`config.mk`:
```
export PLATFORM = sky130hd
export DESIGN_NAME = srm_unit
export DESIGN_NICKNAME = d
export VERILOG_FILES = /design/src/rtl/core/srm_pkg.sv /design/src/rtl/core/srm_unit.sv
export SDC_FILE = /design/constraint.sdc
export NUM_CORES = 1
export LEC_CHECK = 0
export ABC_AREA = 1
export CORE_AREA = 2 2 261 263
export DETAILED_ROUTE_END_ITERATION = 10
export DIE_AREA = 0 0 263 265
export DONT_BUFFER_PORTS = 1
export PLACE_DENSITY = 0.6
export SLEW_MARGIN = 20
export SYNTH_ARGS = -nofsm -noshare
export SYNTH_HDL_FRONTEND = slang
export SYNTH_SLANG_ARGS = --single-unit
```
`constraint.sdc`:
```
create_clock -name vclk -period 7.55
set_input_delay 1.1325 -clock vclk [all_inputs]
set_output_delay 1.1325 -clock vclk [all_outputs]
set_load 0.01 [all_outputs]
```
`src/rtl/core/srm_pkg.sv`:
```
// ----------------------------------------------------------------------------
// srm_pkg
// Shared types and constants for the sorted range map.
// ----------------------------------------------------------------------------
`default_nettype none
package srm_pkg;

  localparam int MAX_ENTRIES_DEF = 128;

  // Item kinds
  localparam logic [1:0] KIND_ADD    = 2'd0;
  localparam logic [1:0] KIND_REMOVE = 2'd1;
  localparam logic [1:0] KIND_READ   = 2'd2;
  localparam logic [1:0] KIND_UNUSED = 2'd3;

  // Result status codes
  localparam logic [1:0] ST_OK     = 2'd0;
  localparam logic [1:0] ST_FULL   = 2'd1;
  localparam logic [1:0] ST_BADIDX = 2'd2;

  typedef struct packed {
    logic [63:0] base;
    logic [63:0] len;
    logic [31:0] typ;
  } entry_t;

  // Flags and sums from the shared compare/add unit
  typedef struct packed {
    logic [63:0] e_end;
    logic        start_gt_eend;
    logic        start_gt_base;
    logic        end_lt_base;
    logic        end_ge_eend;
    logic        eend_gt_end;
    logic [63:0] head_len;
    logic [63:0] tail_len;
    logic [63:0] head_size;
    logic [63:0] tail_size;
  } unit_res_t;

  typedef enum logic [3:0] {
    S_IDLE,
    S_A_RD,
    S_A_EV,
    S_B_RD,
    S_B_EV,
    S_INS_CHK,
    S_INS_LOOP,
    S_INS_WR,
    S_DEL_LOOP,
    S_DEL_WR,
    S_FINAL,
    S_READ_RD,
    S_DONE
  } state_t;

endpackage
`default_nettype wire

```
`src/rtl/core/srm_unit.sv`:
```
// ----------------------------------------------------------------------------
// srm_unit
// Shared compare/add unit: relates one stored entry to the range at work.
// ----------------------------------------------------------------------------
`default_nettype none
module srm_unit (
  input  wire srm_pkg::entry_t ent,
  input  wire logic [63:0]     start,
  input  wire logic [63:0]     stop_addr,
  input  wire logic [63:0]     size,
  output srm_pkg::unit_res_t   res
);
  import srm_pkg::*;

  logic [63:0] e_end;

  // End of the stored entry, modulo 2^64
  assign e_end = ent.base + ent.len;

  // Compare and derive trimmed lengths and merged sizes
  always_comb begin
    res.e_end         = e_end;
    res.start_gt_eend = start > e_end;
    res.start_gt_base = start > ent.base;
    res.end_lt_base   = stop_addr < ent.base;
    res.end_ge_eend   = stop_addr >= e_end;
    res.eend_gt_end   = e_end > stop_addr;
    res.head_len      = start - ent.base;
    res.tail_len      = e_end - stop_addr;
    res.head_size     = size + start - ent.base;
    res.tail_size     = size + e_end - stop_addr;
  end

endmodule
`default_nettype wire

```
Word level (Yosys, flattened, before mapping):

Cells that the tools add are included.

* bitwise gates (word level): 0
* shift-type cells: 0
* multiplexer cells: 0
* divide/modulo/power cells: 0
* add/subtract/negate cells: 7
* magnitude comparators: 5
* multiply operators: 0
* equality and inequality tests: 0
* reductions and logical operators: 0

Operator list (count)
* $sub A64 B64 Y64: 4
* $add A64 B64 Y64: 3
* $gt A64 B64 Y1: 3
* $ge A64 B64 Y1: 1
* $lt A64 B64 Y1: 1

* bits in registers: 0
* latch bits: 0
* logic and storage cells: 12
* memories kept: 0
* memory bits (read-only): 0
* input port bits: 352
* output and inout port bits: 325
* bits in writable memories: 0

Longest topological paths before layout:

Gate-level depths: netlist (run 1).

* word-level depth: 3
* mapped depth: 33
* mapped depth without buffers: 33

Worst setup path after synthesis (run 1):

OpenSTA, ideal clock, no wires.

* path type: in2out
* from: in ent[32] in the netlist's numbering
* to: out res[52] in the netlist's numbering
* arrival time: 5315 ps
* buffers on the path: 0
* data required time: 6418 ps
* cell stages on the path: 31
* setup slack: 1103 ps
* cell sequence: ha_1 -> inv_1 -> fa_1 -> inv_1 -> nand3_1 -> nand2_2 -> a21oi_4 -> o21ai_4 -> a21boi_1 -> o21ai_0 -> nand2_1 -> nand2_1 -> xor2_1 -> inv_1 -> fa_1 -> inv_1 -> ha_1 -> nand2_1 -> nor2_1 -> inv_1 -> nor2_1 -> and3_1 -> nand2_1 -> nand3_2 -> a21oi_2 -> nor2_1 -> nand2_1 -> nand2_1 -> nand2_1 -> nand2_1 -> xor2_1

RTL lines
* start, declared: RTL line srm_unit.sv:7 `input wire srm_pkg::entry_t ent,`
* end, declared: RTL line srm_unit.sv:11 `output srm_pkg::unit_res_t res`

==> results of run 1 <==
[path summary, 6_finish.rpt]
kind	from	to	slack, ps	depth (start not counted)
setup / recovery	ent[32]	res[63]	210	27
hold / removal	start[0]	res[64]	2430	1
[cells in the final DEF, fill, tap and decap left out, drive strengths merged, types with 33 or more instances in the layout]
cell   instances
nor3          59
o21a          33
ha           444
a21oi        530
nor2         534
nand4         41
a21o          51
nand3        123
buf          119
nand2        779
xor2         181
inv         1170
o21ai        288
fa           129
a31oi        105
xnor2        108
[critical path: stages]
cell	delay, ps
ha_2	240
inv_1	110
fa_1	410
inv_1	70
nand3_1	80
nand2_2	120
a21oi_4	80
o21ai_4	230
a21oi_2	110
inv_2	80
nand2_1	80
nand2_1	200
nand3_1	160
o2111ai_1	230
xor2_1	340
inv_1	130
fa_1	450
ha_1	380
a21o_1	200
a31oi_1	200
nor2_1	70
a211oi_1	280
o211ai_1	140
a21o_2	310
xor2_1	170
nand2_1	60
nand2_1	140
[routing by layer]
layer  share of wire  wire length, um  track usage  up-vias
met5         0.00089              139            0        -
met4           0.046             7250        0.164       22
met3            0.11            17700        0.108      351
met2            0.43            67600        0.678     1832
met1            0.41            64000        0.558    15900
li1                -                -            -    15600
[layout make-up]
class | instances | share of cell area
inverters | 1170 | 0.144
diodes | 14 | 0.00115
well taps | 873 | 0.0358
multi-input cells | 3566 | 0.790
repair buffers | 119 | 0.0292
[cells by family after synthesis]
group,Yosys count,share of synthesized area
AO/OA/AOI/OAI,1129,0.240
adder cells (fa/ha/maj),573,0.286
AND/OR/NAND/NOR,1575,0.230
XOR/XNOR,289,0.0902
buffers and inverters,1172,0.155
[per-stage QoR]
stage,TNS [ps],instance area (sq um),setup slack (ps),hold WS (ps),instances
2_1_floorplan,0,28500,1100,2420,4738
3_3_place_gp,0,30400,91.9,2440,5725
3_5_place_dp,0,30400,144,2430,5725
4_1_cts,0,30400,117,2430,5725
5_1_grt,-39.7,30500,-39.7,2440,5738
6_report,0,30500,208,2430,5742
[repair_timing]
| item | in CTS | in global routing |
|---|---|---|
| buffers inserted | 0 | 3 |
| endpoints found under the setup margin | 0 | 29 |
| resized for setup | 0 | 16 |
==> out/metrics.cfg, run 1 <==
[status]
status=completed

[logic_synthesis]
synth_most_common_cell=inv_1
synth_common_cells=1157 x inv_1, 750 x nand2_1, 527 x nor2_1, 495 x a21oi_1, 444 x ha_1
syn_area_sq_um=28500
synth.avg_cell_area_sq_um=6.01
seq_area_frac_synth=0
yosys.area.top_type=ha_1
yosysUniqueCellTypes=62
synthCells=4738
synth_nets=5663
ys_top_cells_by_area=ha_1 20%, inv_1 15%, nand2_1 9.9%, fa_1 9.1%, a21oi_1 8.7%
yosysWarnings=0
synth.top_cell.area_share=0.195

[die]
dieArea_sq_um=69700
start_util=0.426
core_sq_um=66800
io-pin-count=677
die_y_um=265
rows=95
die_width_um=263

[setup_path]
crit_path_start_kind=input pin
critPathKind=input pin to primary output
arrival_ps=6210
cp.required_ps=6420
crit_path_max_fanout=5
end_kind=primary output

[layout]
layout.nets=5782
register_area_sq_um=0
fin_util=0.457
multi_input_area_sq_um=24100
seq_cells=0
n_clock_buffer=0
fillers=7643
drive_above_1_share=0.0601
syn_to_final_growth_pct=7.29

[timing]
tightest_slew_ps=1130
maxClockFrequency_mhz=136
min_period_ps=7340
finalMaxSlewViolations=0
finalHoldViolCount=0
finalSetupViolCount=0
fin_crit_sh=0.972
max-slew-margin-rel=0.238

[global_routing]
grt_pass1_vias=32200
grt_first_pass_wirelength_mm=217
antenna_found_initial=24
grt_max_degree=8
grt_usage=0.428
grt-ovfl-total=0

[run]
max_cap_violations=0

[worst_hold_path]
hold_class=input pin to primary output

[routing]
post-route-drc-count=0
wl_per_cell_um=27.3
viasPerCell=5.87
ant_nets=0
drt-pass1-iter-count=6
vias=33700
routed_wl_mm=157
drt-initial-drc-count=3379

[placement]
dp_hpwl_mm=144
io_buffers=0
globalplace.congestion=1.14

[clock_tree]
ctsHoldBuffers=0

==> run 2, diff against run 1 <==
--- a/config.mk
+++ b/config.mk
@@ -10,7 +10,7 @@
 export DETAILED_ROUTE_END_ITERATION = 10
 export DIE_AREA = 0 0 263 265
 export DONT_BUFFER_PORTS = 1
-export PLACE_DENSITY = 0.6
+export PLACE_DENSITY = 0.57
 export SLEW_MARGIN = 20
 export SYNTH_ARGS = -nofsm -noshare
 export SYNTH_HDL_FRONTEND = slang
==> run 2 against run 1 <==
Net effect: global-route usage down 0.68 points; fmax decreased by 0.64%; routed wire length shrank 2.0%; critical path depth grew 1; non-clock buffer count shrank 10; cell area down 0.23%; worst hold slack worse by 16 ps; clock-buffer cell count stayed put; cell count is 0.19% lower; critical endpoint is now res[59]; highest routed layer unchanged.
==> out/metrics.cfg, run 2 (synthesis results as in run 1) <==
[run]
max_cap_violations=0  ; unchanged

[placement]
dpl_cell_area_sq_um=30300  ; -0.25%
dp_worst_setup_slack_ps=162  ; +18.6 ps
io_buffers=0  ; unchanged
globalplace.congestion=1.12  ; -1.6%
dp_hpwl_mm=142  ; -1.6%

[layout]
seq_cells=0  ; unchanged
fillers=7609  ; -0.44%
layout_commonest_cell=inv_1
register_area_sq_um=0  ; unchanged
syn_to_final_growth_pct=7.04
layout.nets=5772  ; -0.17%
drive_above_1_share=0.0580  ; -0.00215
multi_input_area_sq_um=24100  ; about the same
stdcell_area_sq_um=30500  ; -0.23%
n_clock_buffer=0  ; unchanged
final_cell_mix=1157 x inv_1, 750 x nand2_1, 526 x nor2_1

[timing]
maxClockFrequency_mhz=135  ; -0.64%
finalHoldViolCount=0  ; unchanged
rsz0062_at_grt=no
setup_tns_ps=0  ; unchanged
fin_crit_sh=0.979  ; +0.00627
finalMaxSlewViolations=0  ; unchanged
finalSetupViolCount=0  ; unchanged
min_period_ps=7390  ; +47.4 ps
tightest_slew_ps=995  ; -137 ps
hold_ws_ps=2420  ; -15.9 ps
fin_ws_ps=160  ; -47.4 ps
max-slew-margin-rel=0.330  ; +0.0923

[pwr]
p_total_uw=6890
p_leak_uw=0.0162
powerDensity_nw_per_um2=226
ir_worst_vdd_v=0.000109

[worst_hold_path]
hold_class=input pin to primary output
holdPathEnd=res[0]
min_path_cells=1  ; unchanged
hp-start=size[0]

[global_routing]
grt_first_pass_wirelength_mm=214  ; -1.5%
grt-ovfl-total=0  ; unchanged
antenna_found_initial=19  ; -21%
grt_pass1_vias=32200  ; -0.29%
grt_usage=0.421  ; -0.00676
grt_max_degree=8  ; unchanged

[setup_path]
cp.required_ps=6420  ; about the same
end_kind=primary output
crit_path_start_kind=input pin
arrival_ps=6260  ; +50 ps
slowest_delay_ps=520  ; +70 ps
crit_path_max_fanout=6  ; +1
crit_slowest_cell=fa_1
critPathKind=input pin to primary output

[routing]
drt-initial-drc-count=3010  ; -11%
viasPerCell=5.77  ; -1.7%
routed_wl_mm=154  ; -2.0%
ant_nets=0  ; unchanged
vias=33100  ; -1.9%
post-route-drc-count=0  ; unchanged
wl_per_cell_um=26.8  ; -1.8%
drt-pass1-iter-count=6  ; unchanged

[die]
start_util=0.426  ; unchanged
die_y_um=265  ; unchanged
io-pin-count=677  ; unchanged
die_width_um=263  ; unchanged
core_sq_um=66800  ; unchanged
rows=95  ; unchanged
dieArea_sq_um=69700  ; unchanged

[status]
status=completed

==> run 2: cell types whose count changed in the layout (fill, tap and decap cells not counted), moves of 2 or more <==
cell,change
o21ai_0,-2
buf_4,-10
ha_2,-2
o21ai_1,+2
==> run 2: power breakdown <==
group	switching, uW	leakage [uW]	internal [uW]
combinational	4680	0.0162	2220
sequential	0	0	0
clock	0	0.0000000819	0.000286
==> run 2: repair_timing <==
item	4_1_cts	5_1_grt
hold buffers	0	0
setup buffers	0	3
gates resized for setup	0	18
endpoints found under the setup margin	0	24
==> run 2: final cells by class <==
class	count	area share
diodes	13	0.00107
inverters	1170	0.144
multi-input cells	3566	0.792
well taps	873	0.0358
repair buffers	109	0.0269
==> run 2: worst max-delay path, delay by kind of cell <==
family	cells	cell delay (ps)
adders and majority gates	4	1520
and+or+nand+nor	6	800
AOI/OAI and AO/OA	11	1970
buffers and inverters	5	480
xor gates and xnor gates	2	350
==> run 2: worst max path at each step <==
stage	startpoint	endpoint	slack, ps	cells after the start
floorplan	ent[32]	res[52]	1100	31
global placement	ent[32]	res[63]	190	27
detailed placement	ent[32]	res[63]	160	27
CTS	ent[32]	res[63]	130	27
global route	ent[32]	res[59]	2	28
finish	ent[32]	res[59]	160	28
==> run 2: routing by layer <==
metal	routed length, um	vias to the layer above	part of all wire	global-route usage
met2	67000	1633	0.44	0.679
met3	15000	287	0.098	0.0853
met4	7590	14	0.049	0.168
met1	63800	15600	0.42	0.550
met5	84	-	0.00055	0
li1	-	15600	-	-
==> run 2: through the flow <==
| stage | std cells | util |
|---|---|---|
| finish | 5731 | 0.456 |
| detailed placement | 5715 | 0.454 |
| global route | 5726 | 0.456 |
| floorplan | 4738 | - |
| CTS | 5715 | 0.454 |
| global placement | 5715 | 0.454 |
(Power assumes the default switching activity.)
